--- src/rtl/core/mbph_pkg.sv ---
// shared types, constants and helpers of the meter ballistics block
package mbph_pkg;

  // number formats
  localparam int FRAC_BITS = 10;
  localparam int VAL_W     = 21;
  localparam int NARROW_W  = 17;
  localparam int GAIN_W    = 16;
  localparam int FUNC_W    = 3;
  localparam int CH_N      = 4;
  localparam int CH_W      = 2;
  localparam int HELD_N    = 3;
  localparam int CFG_IDX_W = 2;
  localparam int PROD_W    = VAL_W + GAIN_W;

  // depth of the result queue, enough to cover the pipeline at full rate
  localparam int RES_DEPTH_DEF = 5;

  // one in the value grid
  localparam int ONE = 1 << FRAC_BITS;

  // clamp limits
  localparam logic [VAL_W-1:0] FWD_MAX = VAL_W'(ONE * 1500);
  localparam logic [VAL_W-1:0] PCT_MAX = VAL_W'(ONE * 100);
  localparam logic [VAL_W-1:0] SWR_MIN = VAL_W'(ONE);
  localparam logic [VAL_W-1:0] SWR_MAX = VAL_W'(ONE * 64);

  // settle thresholds, rounded to the grid
  localparam logic [VAL_W-1:0] SETTLE_EPS = VAL_W'((ONE + 500) / 1000);
  localparam logic [VAL_W-1:0] PEAK_EPS   = VAL_W'((ONE + 50) / 100);

  // gain register reset values
  localparam logic [GAIN_W-1:0] ATTACK_RST     = GAIN_W'(32768);
  localparam logic [GAIN_W-1:0] DECAY_RST      = GAIN_W'(16384);
  localparam logic [GAIN_W-1:0] PEAK_DECAY_RST = GAIN_W'(3277);

  // item codes
  typedef enum logic [FUNC_W-1:0] {
    FUNC_FWD  = 3'd0,
    FUNC_REFL = 3'd1,
    FUNC_SWR  = 3'd2,
    FUNC_TEMP = 3'd3,
    FUNC_TICK = 3'd4,
    FUNC_DISC = 3'd5
  } func_e;

  // meter channels
  typedef enum logic [CH_W-1:0] {
    CH_FWD  = 2'd0,
    CH_REFL = 2'd1,
    CH_SWR  = 2'd2,
    CH_TEMP = 2'd3
  } ch_e;

  // configuration register indexes
  typedef enum logic [CFG_IDX_W-1:0] {
    CFG_ATTACK     = 2'd0,
    CFG_DECAY      = 2'd1,
    CFG_PEAK_DECAY = 2'd2
  } cfg_idx_e;

  // per-channel minimum steps
  localparam logic [VAL_W-1:0] ANIM_MIN [CH_N] = '{
    VAL_W'(ONE * 2),
    VAL_W'((ONE * 2 + 5) / 10),
    VAL_W'((ONE + 50) / 100),
    VAL_W'((ONE * 2 + 5) / 10)
  };
  localparam logic [VAL_W-1:0] PEAK_MIN [CH_N] = '{
    VAL_W'(ONE),
    VAL_W'((ONE + 5) / 10),
    VAL_W'((ONE + 100) / 200),
    VAL_W'(0)
  };

  // reset values of the display and peak bank
  localparam logic [VAL_W-1:0] DISP_RST [CH_N] = '{
    VAL_W'(0), VAL_W'(0), SWR_MIN, VAL_W'(0)
  };
  localparam logic [VAL_W-1:0] PEAK_RST [HELD_N] = '{
    VAL_W'(0), VAL_W'(0), SWR_MIN
  };

  // one channel record as kept in the state memory
  typedef struct packed {
    logic [VAL_W-1:0] tgt;
    logic [VAL_W-1:0] disp;
    logic [VAL_W-1:0] peak;
  } rec_t;

  // gain registers
  typedef struct packed {
    logic [GAIN_W-1:0] attack;
    logic [GAIN_W-1:0] decay;
    logic [GAIN_W-1:0] peak_decay;
  } gains_t;

  // one accepted input item
  typedef struct packed {
    func_e            func;
    logic [VAL_W-1:0] value;
  } item_t;

  // one result item
  typedef struct packed {
    logic [VAL_W-1:0]    shown_forward;
    logic [NARROW_W-1:0] shown_reflected;
    logic [NARROW_W-1:0] shown_swr;
    logic [NARROW_W-1:0] shown_temperature;
    logic [VAL_W-1:0]    held_forward;
    logic [NARROW_W-1:0] held_reflected;
    logic [NARROW_W-1:0] held_swr;
    logic                animating;
  } result_t;

  // record of a channel after reset or disconnect
  function automatic rec_t rst_rec(input ch_e ch);
    rec_t r;
    r = '0;
    if (ch == CH_SWR) begin
      r.tgt  = SWR_MIN;
      r.disp = SWR_MIN;
      r.peak = SWR_MIN;
    end
    return r;
  endfunction

  // clamp a sample to its channel range
  function automatic logic [VAL_W-1:0] clamp_sample(input ch_e ch,
                                                    input logic [VAL_W-1:0] v);
    logic [VAL_W-1:0] r;
    r = v;
    case (ch)
      CH_FWD: begin
        if (v > FWD_MAX) r = FWD_MAX;
      end
      CH_SWR: begin
        if (v < SWR_MIN) r = SWR_MIN;
        else if (v > SWR_MAX) r = SWR_MAX;
      end
      default: begin
        if (v > PCT_MAX) r = PCT_MAX;
      end
    endcase
    return r;
  endfunction

endpackage

--- src/rtl/core/mbph_if.sv ---
// handshake channels of the meter ballistics block
interface mbph_item_if import mbph_pkg::*; ();
  logic                valid;
  logic                ready;
  logic [FUNC_W-1:0]   func;
  logic [VAL_W-1:0]    value;

  modport source (output valid, func, value, input ready);
  modport sink (input valid, func, value, output ready);
endinterface

interface mbph_result_if import mbph_pkg::*; ();
  logic                valid;
  logic                ready;
  logic [VAL_W-1:0]    shown_forward;
  logic [NARROW_W-1:0] shown_reflected;
  logic [NARROW_W-1:0] shown_swr;
  logic [NARROW_W-1:0] shown_temperature;
  logic [VAL_W-1:0]    held_forward;
  logic [NARROW_W-1:0] held_reflected;
  logic [NARROW_W-1:0] held_swr;
  logic                animating;

  modport source (output valid, shown_forward, shown_reflected, shown_swr,
                  shown_temperature, held_forward, held_reflected, held_swr,
                  animating, input ready);
  modport sink (input valid, shown_forward, shown_reflected, shown_swr,
                shown_temperature, held_forward, held_reflected, held_swr,
                animating, output ready);
endinterface

interface mbph_cfg_if import mbph_pkg::*; ();
  logic                 valid;
  logic                 ready;
  logic [CFG_IDX_W-1:0] index;
  logic [GAIN_W-1:0]    data;

  modport source (output valid, index, data, input ready);
  modport sink (input valid, index, data, output ready);
endinterface

--- src/rtl/core/mbph_core.sv ---
// channel state memory with issue, multiply and update stages
module mbph_core import mbph_pkg::*; (
  input  logic    clk_i,
  input  logic    rst_ni,
  input  logic    load_i,
  input  item_t   item_i,
  input  gains_t  gains_i,
  output logic    free_o,
  output logic    push_o,
  output result_t res_o
);

  // issue stage
  logic             iss_valid_q;
  func_e            iss_func_q;
  logic [VAL_W-1:0] iss_value_q;
  ch_e              iss_ch_q;
  logic             iss_last;
  logic             iss_adv;
  logic             hazard;

  // multiply stage
  logic             e1_valid_q;
  func_e            e1_func_q;
  logic [VAL_W-1:0] e1_value_q;
  ch_e              e1_ch_q;
  logic             e1_last_q;
  logic             fwd_hit_q;
  rec_t             fwd_rec_q;
  logic             rd_ok_q;
  rec_t             e1_rec;
  logic             e1_rising;
  logic [VAL_W-1:0] e1_diff;
  logic [GAIN_W-1:0] e1_gain;
  logic [PROD_W-1:0] prod_a;
  logic [PROD_W-1:0] prod_p;

  // update stage
  logic             e2_valid_q;
  func_e            e2_func_q;
  ch_e              e2_ch_q;
  logic             e2_last_q;
  rec_t             e2_rec_q;
  logic             e2_rising_q;
  logic [VAL_W-1:0] e2_diff_q;
  logic [VAL_W-1:0] e2_step_a_q;
  logic [VAL_W-1:0] e2_step_p_q;
  logic [VAL_W-1:0] e2_tgt_q;

  // state memory and flags
  rec_t             mem_q [CH_N];
  rec_t             mem_rd_q;
  logic [CH_N-1:0]  ent_valid_q, ent_valid_d;
  logic             armed_q, armed_d;
  logic             moved_acc_q, moved_acc_d;
  logic [VAL_W-1:0] disp_q [CH_N];
  logic [VAL_W-1:0] disp_d [CH_N];
  logic [VAL_W-1:0] peak_q [HELD_N];
  logic [VAL_W-1:0] peak_d [HELD_N];

  // update stage working values
  logic             mem_we;
  rec_t             mem_wrec;
  logic             e2_clear;
  logic [VAL_W-1:0] anim_min;
  logic [VAL_W-1:0] peak_min;
  logic             settle;
  logic [VAL_W-1:0] step_a;
  logic [VAL_W-1:0] disp_new;
  logic             has_peak;
  logic [VAL_W:0]   peak_room;
  logic             peak_hold;
  logic [VAL_W-1:0] step_p;
  logic [VAL_W-1:0] gap;
  logic [VAL_W-1:0] peak_new;
  logic [VAL_W-1:0] peak_smp;
  logic             moved_all;

  // issue control: a tick walks all channels, other items take one slot
  assign iss_last = (iss_func_q != FUNC_TICK) || (iss_ch_q == CH_TEMP);
  assign hazard   = e1_valid_q && ((e1_func_q == FUNC_DISC) || (e1_ch_q == iss_ch_q));
  assign iss_adv  = iss_valid_q && !hazard;
  assign free_o   = !iss_valid_q || (iss_adv && iss_last);
  assign e2_clear = e2_valid_q && (e2_func_q == FUNC_DISC);

  // issue stage registers
  always_ff @(posedge clk_i or negedge rst_ni) begin
    if (!rst_ni) begin
      iss_valid_q <= 1'b0;
    end else if (load_i) begin
      iss_valid_q <= 1'b1;
    end else if (iss_adv && iss_last) begin
      iss_valid_q <= 1'b0;
    end
  end

  always_ff @(posedge clk_i) begin
    if (load_i) begin
      iss_func_q  <= item_i.func;
      iss_value_q <= item_i.value;
      iss_ch_q    <= (item_i.func == FUNC_TICK) ? CH_FWD
                                                : ch_e'(item_i.func[CH_W-1:0]);
    end else if (iss_adv) begin
      iss_ch_q <= ch_e'(iss_ch_q + CH_W'(1));
    end
  end

  // state memory: one write and one registered read per cycle
  always_ff @(posedge clk_i) begin
    if (mem_we) begin
      mem_q[e2_ch_q] <= mem_wrec;
    end
    mem_rd_q <= mem_q[iss_ch_q];
  end

  // forwarding of a same-cycle write and entry validity for the read
  always_ff @(posedge clk_i) begin
    fwd_hit_q <= mem_we && (e2_ch_q == iss_ch_q);
    fwd_rec_q <= mem_wrec;
    rd_ok_q   <= ent_valid_q[iss_ch_q] && !e2_clear;
  end

  // multiply stage registers
  always_ff @(posedge clk_i or negedge rst_ni) begin
    if (!rst_ni) begin
      e1_valid_q <= 1'b0;
    end else begin
      e1_valid_q <= iss_adv;
    end
  end

  always_ff @(posedge clk_i) begin
    if (iss_adv) begin
      e1_func_q  <= iss_func_q;
      e1_value_q <= iss_value_q;
      e1_ch_q    <= iss_ch_q;
      e1_last_q  <= iss_last;
    end
  end

  // multiply stage: resolve the record, distance to target, both products
  always_comb begin
    if (fwd_hit_q) begin
      e1_rec = fwd_rec_q;
    end else if (rd_ok_q) begin
      e1_rec = mem_rd_q;
    end else begin
      e1_rec = rst_rec(e1_ch_q);
    end
    e1_rising = e1_rec.tgt > e1_rec.disp;
    e1_diff   = e1_rising ? (e1_rec.tgt - e1_rec.disp) : (e1_rec.disp - e1_rec.tgt);
    e1_gain   = e1_rising ? gains_i.attack : gains_i.decay;
    prod_a    = PROD_W'(e1_diff) * PROD_W'(e1_gain);
    prod_p    = PROD_W'(e1_rec.peak) * PROD_W'(gains_i.peak_decay);
  end

  // update stage registers
  always_ff @(posedge clk_i or negedge rst_ni) begin
    if (!rst_ni) begin
      e2_valid_q <= 1'b0;
    end else begin
      e2_valid_q <= e1_valid_q;
    end
  end

  always_ff @(posedge clk_i) begin
    if (e1_valid_q) begin
      e2_func_q   <= e1_func_q;
      e2_ch_q     <= e1_ch_q;
      e2_last_q   <= e1_last_q;
      e2_rec_q    <= e1_rec;
      e2_rising_q <= e1_rising;
      e2_diff_q   <= e1_diff;
      e2_step_a_q <= prod_a[PROD_W-1:GAIN_W];
      e2_step_p_q <= prod_p[PROD_W-1:GAIN_W];
      e2_tgt_q    <= clamp_sample(e1_ch_q, e1_value_q);
    end
  end

  // update stage: display step, peak decay, sample capture, disconnect clear, write back
  always_comb begin
    anim_min  = ANIM_MIN[e2_ch_q];
    peak_min  = PEAK_MIN[e2_ch_q];
    settle    = e2_diff_q <= SETTLE_EPS;
    step_a    = (e2_step_a_q < anim_min) ? anim_min : e2_step_a_q;
    if (settle) begin
      disp_new = e2_rec_q.disp;
    end else if (step_a >= e2_diff_q) begin
      disp_new = e2_rec_q.tgt;
    end else if (e2_rising_q) begin
      disp_new = e2_rec_q.disp + step_a;
    end else begin
      disp_new = e2_rec_q.disp - step_a;
    end

    has_peak  = e2_ch_q != CH_TEMP;
    peak_room = {1'b0, disp_new} + {1'b0, PEAK_EPS};
    peak_hold = !has_peak || ({1'b0, e2_rec_q.peak} <= peak_room);
    step_p    = (e2_step_p_q < peak_min) ? peak_min : e2_step_p_q;
    gap       = e2_rec_q.peak - disp_new;
    if (peak_hold) begin
      peak_new = e2_rec_q.peak;
    end else if (step_p >= gap) begin
      peak_new = disp_new;
    end else begin
      peak_new = e2_rec_q.peak - step_p;
    end
    moved_all = !settle || !peak_hold || ((e2_ch_q != CH_FWD) && moved_acc_q);
    peak_smp  = (has_peak && (e2_tgt_q > e2_rec_q.peak)) ? e2_tgt_q : e2_rec_q.peak;

    mem_we      = 1'b0;
    mem_wrec    = e2_rec_q;
    armed_d     = armed_q;
    moved_acc_d = moved_acc_q;
    ent_valid_d = ent_valid_q;
    disp_d      = disp_q;
    peak_d      = peak_q;

    if (e2_valid_q) begin
      case (e2_func_q)
        FUNC_FWD, FUNC_REFL, FUNC_SWR, FUNC_TEMP: begin
          mem_we        = 1'b1;
          mem_wrec.tgt  = e2_tgt_q;
          mem_wrec.peak = peak_smp;
          armed_d       = 1'b1;
          if (has_peak) begin
            peak_d[e2_ch_q] = peak_smp;
          end
        end
        FUNC_TICK: begin
          if (armed_q) begin
            mem_we          = 1'b1;
            mem_wrec.disp   = disp_new;
            mem_wrec.peak   = peak_new;
            disp_d[e2_ch_q] = disp_new;
            if (has_peak) begin
              peak_d[e2_ch_q] = peak_new;
            end
            moved_acc_d = moved_all;
            if (e2_last_q && !moved_all) begin
              armed_d = 1'b0;
            end
          end
        end
        FUNC_DISC: begin
          ent_valid_d = '0;
          disp_d      = DISP_RST;
          peak_d      = PEAK_RST;
          armed_d     = 1'b0;
          moved_acc_d = 1'b0;
        end
        default: begin
        end
      endcase
    end

    if (mem_we) begin
      ent_valid_d[e2_ch_q] = 1'b1;
    end
  end

  // flags and the display and peak bank
  always_ff @(posedge clk_i or negedge rst_ni) begin
    if (!rst_ni) begin
      ent_valid_q <= '0;
      armed_q     <= 1'b0;
      moved_acc_q <= 1'b0;
      disp_q      <= DISP_RST;
      peak_q      <= PEAK_RST;
    end else begin
      ent_valid_q <= ent_valid_d;
      armed_q     <= armed_d;
      moved_acc_q <= moved_acc_d;
      disp_q      <= disp_d;
      peak_q      <= peak_d;
    end
  end

  // result of the item whose last slot completes
  assign push_o = e2_valid_q && e2_last_q;

  always_comb begin
    res_o.shown_forward     = disp_d[CH_FWD];
    res_o.shown_reflected   = disp_d[CH_REFL][NARROW_W-1:0];
    res_o.shown_swr         = disp_d[CH_SWR][NARROW_W-1:0];
    res_o.shown_temperature = disp_d[CH_TEMP][NARROW_W-1:0];
    res_o.held_forward      = peak_d[CH_FWD];
    res_o.held_reflected    = peak_d[CH_REFL][NARROW_W-1:0];
    res_o.held_swr          = peak_d[CH_SWR][NARROW_W-1:0];
    res_o.animating         = armed_d;
  end

endmodule

--- src/rtl/core/mbph_result_fifo.sv ---
// queue of finished result items toward the output channel
module mbph_result_fifo import mbph_pkg::*; #(
  parameter int DEPTH = RES_DEPTH_DEF
) (
  input  logic    clk_i,
  input  logic    rst_ni,
  input  logic    push_i,
  input  result_t data_i,
  output logic    valid_o,
  input  logic    ready_i,
  output result_t data_o
);

  localparam int PTR_W = (DEPTH > 1) ? $clog2(DEPTH) : 1;
  localparam int CNT_W = $clog2(DEPTH + 1);

  result_t          ent_q [DEPTH];
  logic [PTR_W-1:0] wr_ptr_q, rd_ptr_q;
  logic [CNT_W-1:0] cnt_q;
  logic             pop;

  assign valid_o = cnt_q != '0;
  assign pop     = valid_o && ready_i;
  assign data_o  = ent_q[rd_ptr_q];

  // entry storage
  always_ff @(posedge clk_i) begin
    if (push_i) begin
      ent_q[wr_ptr_q] <= data_i;
    end
  end

  // pointers and fill count
  always_ff @(posedge clk_i or negedge rst_ni) begin
    if (!rst_ni) begin
      wr_ptr_q <= '0;
      rd_ptr_q <= '0;
      cnt_q    <= '0;
    end else begin
      if (push_i) begin
        wr_ptr_q <= (wr_ptr_q == PTR_W'(DEPTH - 1)) ? '0 : wr_ptr_q + PTR_W'(1);
      end
      if (pop) begin
        rd_ptr_q <= (rd_ptr_q == PTR_W'(DEPTH - 1)) ? '0 : rd_ptr_q + PTR_W'(1);
      end
      cnt_q <= cnt_q + CNT_W'(push_i) - CNT_W'(pop);
    end
  end

endmodule

--- src/rtl/core/meter_ballistics_peak_hold.sv ---
// Four-channel meter ballistics (forward, reflected, SWR, temperature) with
// attack/decay animation and peak hold. Channel records live in a four-entry
// state memory with a registered read; items flow through issue, multiply
// and update stages. A sample, a disconnect or an unused code takes one
// issue slot, a tick one per channel (one memory read per channel through
// the single read port), so items other than ticks sustain one per cycle
// while the result queue has room; an item that reads the channel of the
// item just ahead of it, or follows a disconnect, waits in the issue stage
// until that item leaves the multiply stage. A result passes the multiply
// and update stages into a RES_DEPTH-entry queue; at most RES_DEPTH items
// are accepted but not yet delivered. Configuration writes are always accepted.
module meter_ballistics_peak_hold import mbph_pkg::*; #(
  parameter int RES_DEPTH = RES_DEPTH_DEF
) (
  input  logic           clk_i,
  input  logic           rst_ni,
  mbph_item_if.sink      item_i,
  mbph_result_if.source  result_o,
  mbph_cfg_if.sink       cfg_i
);

  localparam int PEND_W = $clog2(RES_DEPTH + 1);

  gains_t            gains_q;
  logic [PEND_W-1:0] pend_q;
  logic              core_free;
  logic              in_acc;
  logic              out_acc;
  item_t             item;
  logic              push;
  result_t           res_push;
  result_t           res_head;
  logic              res_valid;

  // input handshake: issue stage free and room left in the result queue
  assign item_i.ready = core_free && (pend_q != PEND_W'(RES_DEPTH));
  assign in_acc       = item_i.valid && item_i.ready;
  assign out_acc      = res_valid && result_o.ready;
  assign item.func    = func_e'(item_i.func);
  assign item.value   = item_i.value;

  // configuration registers
  assign cfg_i.ready = 1'b1;

  always_ff @(posedge clk_i or negedge rst_ni) begin
    if (!rst_ni) begin
      gains_q.attack     <= ATTACK_RST;
      gains_q.decay      <= DECAY_RST;
      gains_q.peak_decay <= PEAK_DECAY_RST;
    end else if (cfg_i.valid) begin
      case (cfg_idx_e'(cfg_i.index))
        CFG_ATTACK:     gains_q.attack     <= cfg_i.data;
        CFG_DECAY:      gains_q.decay      <= cfg_i.data;
        CFG_PEAK_DECAY: gains_q.peak_decay <= cfg_i.data;
        default: begin
        end
      endcase
    end
  end

  // items accepted and not yet delivered
  always_ff @(posedge clk_i or negedge rst_ni) begin
    if (!rst_ni) begin
      pend_q <= '0;
    end else begin
      pend_q <= pend_q + PEND_W'(in_acc) - PEND_W'(out_acc);
    end
  end

  // datapath around the state memory
  mbph_core u_core (
    .clk_i   (clk_i),
    .rst_ni  (rst_ni),
    .load_i  (in_acc),
    .item_i  (item),
    .gains_i (gains_q),
    .free_o  (core_free),
    .push_o  (push),
    .res_o   (res_push)
  );

  // result queue
  mbph_result_fifo #(
    .DEPTH (RES_DEPTH)
  ) u_fifo (
    .clk_i   (clk_i),
    .rst_ni  (rst_ni),
    .push_i  (push),
    .data_i  (res_push),
    .valid_o (res_valid),
    .ready_i (result_o.ready),
    .data_o  (res_head)
  );

  // output channel
  assign result_o.valid             = res_valid;
  assign result_o.shown_forward     = res_head.shown_forward;
  assign result_o.shown_reflected   = res_head.shown_reflected;
  assign result_o.shown_swr         = res_head.shown_swr;
  assign result_o.shown_temperature = res_head.shown_temperature;
  assign result_o.held_forward      = res_head.held_forward;
  assign result_o.held_reflected    = res_head.held_reflected;
  assign result_o.held_swr          = res_head.held_swr;
  assign result_o.animating         = res_head.animating;

endmodule

--- src/flat_wrapper.sv ---
// flat-port wrapper written by rule: the top's interface ports become plain ports
module meter_ballistics_peak_hold_flat import mbph_pkg::*;
#(
  parameter int RES_DEPTH = RES_DEPTH_DEF
)
  (clk_i, rst_ni, item_i_valid, item_i_func, item_i_value, item_i_ready, result_o_valid, result_o_shown_forward, result_o_shown_reflected, result_o_shown_swr, result_o_shown_temperature, result_o_held_forward, result_o_held_reflected, result_o_held_swr, result_o_animating, result_o_ready, cfg_i_valid, cfg_i_index, cfg_i_data, cfg_i_ready);
  mbph_item_if item_i_i ();
  mbph_result_if result_o_i ();
  mbph_cfg_if cfg_i_i ();
  input  logic clk_i;
  input  logic rst_ni;
  input wire logic [$bits(item_i_i.valid)-1:0] item_i_valid;
  input wire logic [$bits(item_i_i.func)-1:0] item_i_func;
  input wire logic [$bits(item_i_i.value)-1:0] item_i_value;
  output wire logic [$bits(item_i_i.ready)-1:0] item_i_ready;
  output wire logic [$bits(result_o_i.valid)-1:0] result_o_valid;
  output wire logic [$bits(result_o_i.shown_forward)-1:0] result_o_shown_forward;
  output wire logic [$bits(result_o_i.shown_reflected)-1:0] result_o_shown_reflected;
  output wire logic [$bits(result_o_i.shown_swr)-1:0] result_o_shown_swr;
  output wire logic [$bits(result_o_i.shown_temperature)-1:0] result_o_shown_temperature;
  output wire logic [$bits(result_o_i.held_forward)-1:0] result_o_held_forward;
  output wire logic [$bits(result_o_i.held_reflected)-1:0] result_o_held_reflected;
  output wire logic [$bits(result_o_i.held_swr)-1:0] result_o_held_swr;
  output wire logic [$bits(result_o_i.animating)-1:0] result_o_animating;
  input wire logic [$bits(result_o_i.ready)-1:0] result_o_ready;
  input wire logic [$bits(cfg_i_i.valid)-1:0] cfg_i_valid;
  input wire logic [$bits(cfg_i_i.index)-1:0] cfg_i_index;
  input wire logic [$bits(cfg_i_i.data)-1:0] cfg_i_data;
  output wire logic [$bits(cfg_i_i.ready)-1:0] cfg_i_ready;
  assign item_i_i.valid = item_i_valid;
  assign item_i_i.func = item_i_func;
  assign item_i_i.value = item_i_value;
  assign item_i_ready = item_i_i.ready;
  assign result_o_valid = result_o_i.valid;
  assign result_o_shown_forward = result_o_i.shown_forward;
  assign result_o_shown_reflected = result_o_i.shown_reflected;
  assign result_o_shown_swr = result_o_i.shown_swr;
  assign result_o_shown_temperature = result_o_i.shown_temperature;
  assign result_o_held_forward = result_o_i.held_forward;
  assign result_o_held_reflected = result_o_i.held_reflected;
  assign result_o_held_swr = result_o_i.held_swr;
  assign result_o_animating = result_o_i.animating;
  assign result_o_i.ready = result_o_ready;
  assign cfg_i_i.valid = cfg_i_valid;
  assign cfg_i_i.index = cfg_i_index;
  assign cfg_i_i.data = cfg_i_data;
  assign cfg_i_ready = cfg_i_i.ready;
  meter_ballistics_peak_hold #(.RES_DEPTH(RES_DEPTH)) u_core (.clk_i(clk_i), .rst_ni(rst_ni), .item_i(item_i_i), .result_o(result_o_i), .cfg_i(cfg_i_i));
endmodule
--- config.mk ---
export PLATFORM = sky130hd
export DESIGN_NAME = meter_ballistics_peak_hold_flat
export DESIGN_NICKNAME = d
export VERILOG_FILES = /design/src/rtl/core/mbph_pkg.sv /design/src/rtl/core/mbph_if.sv /design/src/rtl/core/mbph_core.sv /design/src/rtl/core/mbph_result_fifo.sv /design/src/rtl/core/meter_ballistics_peak_hold.sv /design/src/flat_wrapper.sv
export SDC_FILE = /design/constraint.sdc
export NUM_CORES = 2
export LEC_CHECK = 0
export ABC_CLOCK_PERIOD_IN_PS = 17700
export BUFFER_PORTS_ARGS = -buffer_cell sky130_fd_sc_hd__buf_2
export CORE_ASPECT_RATIO = 0.7
export CORE_MARGIN = 1
export CORE_UTILIZATION = 25
export CTS_CLUSTER_DIAMETER = 40
export DETAILED_ROUTE_END_ITERATION = 16
export PLACE_DENSITY = 0.46
export SYNTH_ARGS = -nofsm -noshare
export SYNTH_HDL_FRONTEND = slang
export SYNTH_HIERARCHICAL = 1
export SYNTH_SLANG_ARGS = --single-unit
export TNS_END_PERCENT = 30
--- constraint.sdc ---
create_clock -name clk_i -period 17.7 [get_ports clk_i]
set_clock_uncertainty 0.05 [all_clocks]
set_input_delay 0.885 -clock clk_i [delete_from_list [all_inputs] [get_ports clk_i]]
set_output_delay 0.885 -clock clk_i [all_outputs]
set_load 0.03 [all_outputs]
==> metrics.csv <==
stage,metric,value,unit
yosys,Synth area leader,edfxtp_1,
sta,Tcrit/Tclk final,70.96,%
yosys,Yosys cell types,102,
sta,relative slew slack,7.997,%
drt,Starting DRT DRC Count,5240,
critical_path,crit start category,flop,
hold_path,worst hold path type,in2reg,
sta,Worst Tran Pin Value,1.366,ns
critical_path,Worst Setup SP,u_core/u_core/fwd_hit_q,
critical_path,worst-path fanout max,43,
finish,"Cell Count, Final, Fillers Out",11470,
hold_path,Hold Path Sink,u_core/u_core/iss_value_q[18],
sta,final hold vios,0,
clocking,Num Clock Sinks,1423,
placed_design,post-placement cell count,11161,
finish,"commonest non-fill, non-tap cell in the layout",edfxtp_1,
yosys,ys async rst share,13.77,%
placed_design,Placed Area,0.08887,mm²
critical_path,worst reg-to-reg setup slack,5.14,ns
die,Row Count,176,
finish,Fill cells,33636,
global_routing,vias in the first global route,54469,
sta,setup TNS,0,ns
yosys,Mapped Cells,6816,
finish,most frequent cells in the layout,"edfxtp_1, inv_1, nand2_1",
drt,Residual DRC,0,
critical_path,largest stage delay on the critical path,0.71,ns
finish,layout cells sized above 1,12.75,%
drt,drt pass-1 iters,5,
clocking,hold_buf cts,1,
die,Die W,690.1,µm
clocking,"Clk pin slew, worst setup/hold paths",0.06,ns
clocking,Clock Tree Buf Depth,4,
finish,footprint of the multi-input gates,0.03769,mm²
outcome,status,"complete, no violations",
yosys,Post-synth EDFFs,1099,
clocking,CTS HTree Levels,4,
hold_path,Hold Crit Depth,1,
critical_path,reg2reg end,u_core/u_core/e2_step_a_q[19],
die,floorplan core area,0.3292,mm²
sta,Fin Hold WS,0.2285,ns
clocking,cts bufs inserted,168,
yosys,"Seq/Total Area, Yosys",48.85,%
critical_path,Setup crit end kind,flop,
drt,average wire per standard cell,23.49,µm
critical_path,Critical Path AT,13.03,ns
hold_path,Hold Crit Start,item_i_value[18],
sta,Final Max Slew Viols,0,
die,Initial Utilization,25.17,%
finish,FF/Latch Area,0.04050,mm²
sta,Max Fclk,79.62,MHz
sta,setup violators final,0,
critical_path,Worst Path Required,18.17,ns
global_routing,first-pass GRT wire length,388800,µm
drt,Routed Antenna Nets,0,
drt,DR vias,54520,
die,# IOs,178,
yosys,post-synth top area share,39.82,%
sta,RSZ-0062 raised after global routing,no,
die,die area,0.3338,mm²
yosys,synth warn,6,
critical_path,Crit-path slowest cell,dfxtp_2,
drt,final WL,269400,µm
placed_design,dpl hpwl,190400,µm
drt,post-DR vias/cell,4.753,
finish,# nets final,7974,
clocking,Worst-Skew Late Latency,0.84,ns
die,chip height,483.7,µm
critical_path,worst r2r path cells,38,
placed_design,Placer Congestion,0.9171,
critical_path,critical path class,reg2reg,
placed_design,I/O Buffers,176,
finish,finished layout cell area,0.09443,mm²
yosys,Yosys reg bits,1423,
yosys,"Avg Cell Area, Syn",12.16,µm²
global_routing,GRT Overall Usage,15.75,%
global_routing,initial antenna violation count,36,
clocking,CTS tree,done,
clocking,setup bufs post-CTS,0,
run,max_cap viols,0,
yosys,Most used DFF post-synth,edfxtp_1,
yosys,ranking of synthesized cells by area,"edfxtp_1, fa_1, ha_1",
finish,area delta synth->final,13.95,%
critical_path,R2R Path Start,u_core/u_core/fwd_hit_q,
clocking,Clock Tree Root,clkbuf_16,
clocking,Resized cells post-CTS,0,
sta,minimum clock period,12.56,ns
global_routing,largest net degree at the start of global routing,108,
yosys,Synth Cell Area,0.08287,mm²
global_routing,GRT Residual Overflow,0,
yosys,syn nets,7819,
-- per-layer routing --
| layer | share of wire [%] | track usage [%] | vias to the layer above |
|---|---|---|---|
| met2 | 39 | 21.69 | 2087 |
| met3 | 8.7 | 3.808 | 292 |
| met4 | 1.8 | 2.845 | 6 |
| met5 | 0.015 | 0 | - |
| met1 | 50 | 24.74 | 28090 |
| li1 | - | - | 24045 |
-- how the worst max path moves through the flow --
| stage | to | slack, ns | cells past startpoint |
|---|---|---|---|
| finish | u_core/u_core/e2_step_a_q[19] | 5.14 | 38 |
| global route | u_core/u_core/e2_step_a_q[19] | 4.28 | 38 |
| CTS | u_core/u_core/e2_step_a_q[19] | 5.24 | 38 |
| detailed placement | u_core/u_core/e2_step_a_q[19] | 5.30 | 38 |
| global placement | u_core/u_fifo/ent_q[0][18] | 5.49 | 39 |
| floorplan | u_core/u_fifo/ent_q[4][0] | 6.27 | 5 |
-- Yosys cell counts, drive strengths merged (8+ instances only) --
cell type	n
edfxtp	1099
inv	865
nand2	814
fa	534
ha	422
nor2	237
clkbuf	236
o21ai	223
mux2i	187
dfrtp	185
a21oi	177
nor2b	176
and2	167
a211oi	152
a221oi	131
dfxtp	128
buf	93
xnor2	91
a21o	72
mux2	68
mux4	64
xor2	60
o221ai	58
nand3	50
nor3	47
a22oi	46
nand2b	42
o21a	35
nand4	28
nor4	26
a22o	25
a31oi	25
a21boi	21
and3	17
o21bai	17
o31ai	17
or2	17
o211ai	15
or3	14
dfstp	11
a211o	10
a31o	10
nand3b	10
o2111ai	8
-- sequential cells by signal, summed over array words and instances, names as in the netlist, 48 cells and up --
signal and count:
u_core/u_fifo/ent_q 640, u_core/u_core/mem_rd_q 63, u_core/u_core/fwd_rec_q 63, u_core/u_core/e2_rec_q 63, u_core/u_core/peak_q 55, u_core/u_core/mem_q 252, u_core/u_core/disp_q 72, u_core/gains_q 48
-- per-stage QoR --
step                utilization (%)  worst slack (ns)
detailed placement            27.00             5.300
CTS                           28.68             5.244
global placement              27.00             5.494
global route                  28.68             4.283
finish                        28.68             5.140
floorplan                         -             6.269
-- kinds of logic (layout without fill, tap and decap cells) --
logic type      Yosys count  after routing  share of synthesized area [%]
compound gates         1101           1101                          10.08
xor+xnor                151            151                          1.596
fa+ha+maj               956            956                          19.27
buf+inv                1199           1482                          5.878
flops                  1423           1423                          48.85
mux                     319            319                          4.927
other cells               1             11                       0.004525
simple gates           1666           1666                          9.393
-- critical path: cells and delay by family, from the launching register on --
kind,cells,cell delay (ns)
AND/OR/NAND/NOR,4,0.75
flip-flops,1,0.71
multiplexers,1,0.33
AO/OA/AOI/OAI,15,3.86
adder cells (fa/ha/maj),8,3.72
XOR/XNOR,2,0.79
buffers and inverters,8,2.00
-- area by class of cell --
| class | instances | share of cell area [%] |
|---|---|---|
| sequential | 1423 | 42.88 |
| multi-input combinational | 4194 | 39.91 |
| tap | 4361 | 5.778 |
| clock buffer | 219 | 4.928 |
| inverter | 870 | 3.458 |
| timing repair buffer | 314 | 2.096 |
| clock inverter | 79 | 0.9209 |
| antenna | 10 | 0.02650 |
Power is not shown: default switching activity piles up to over one toggle a cycle in this logic, so the estimate is an artifact.
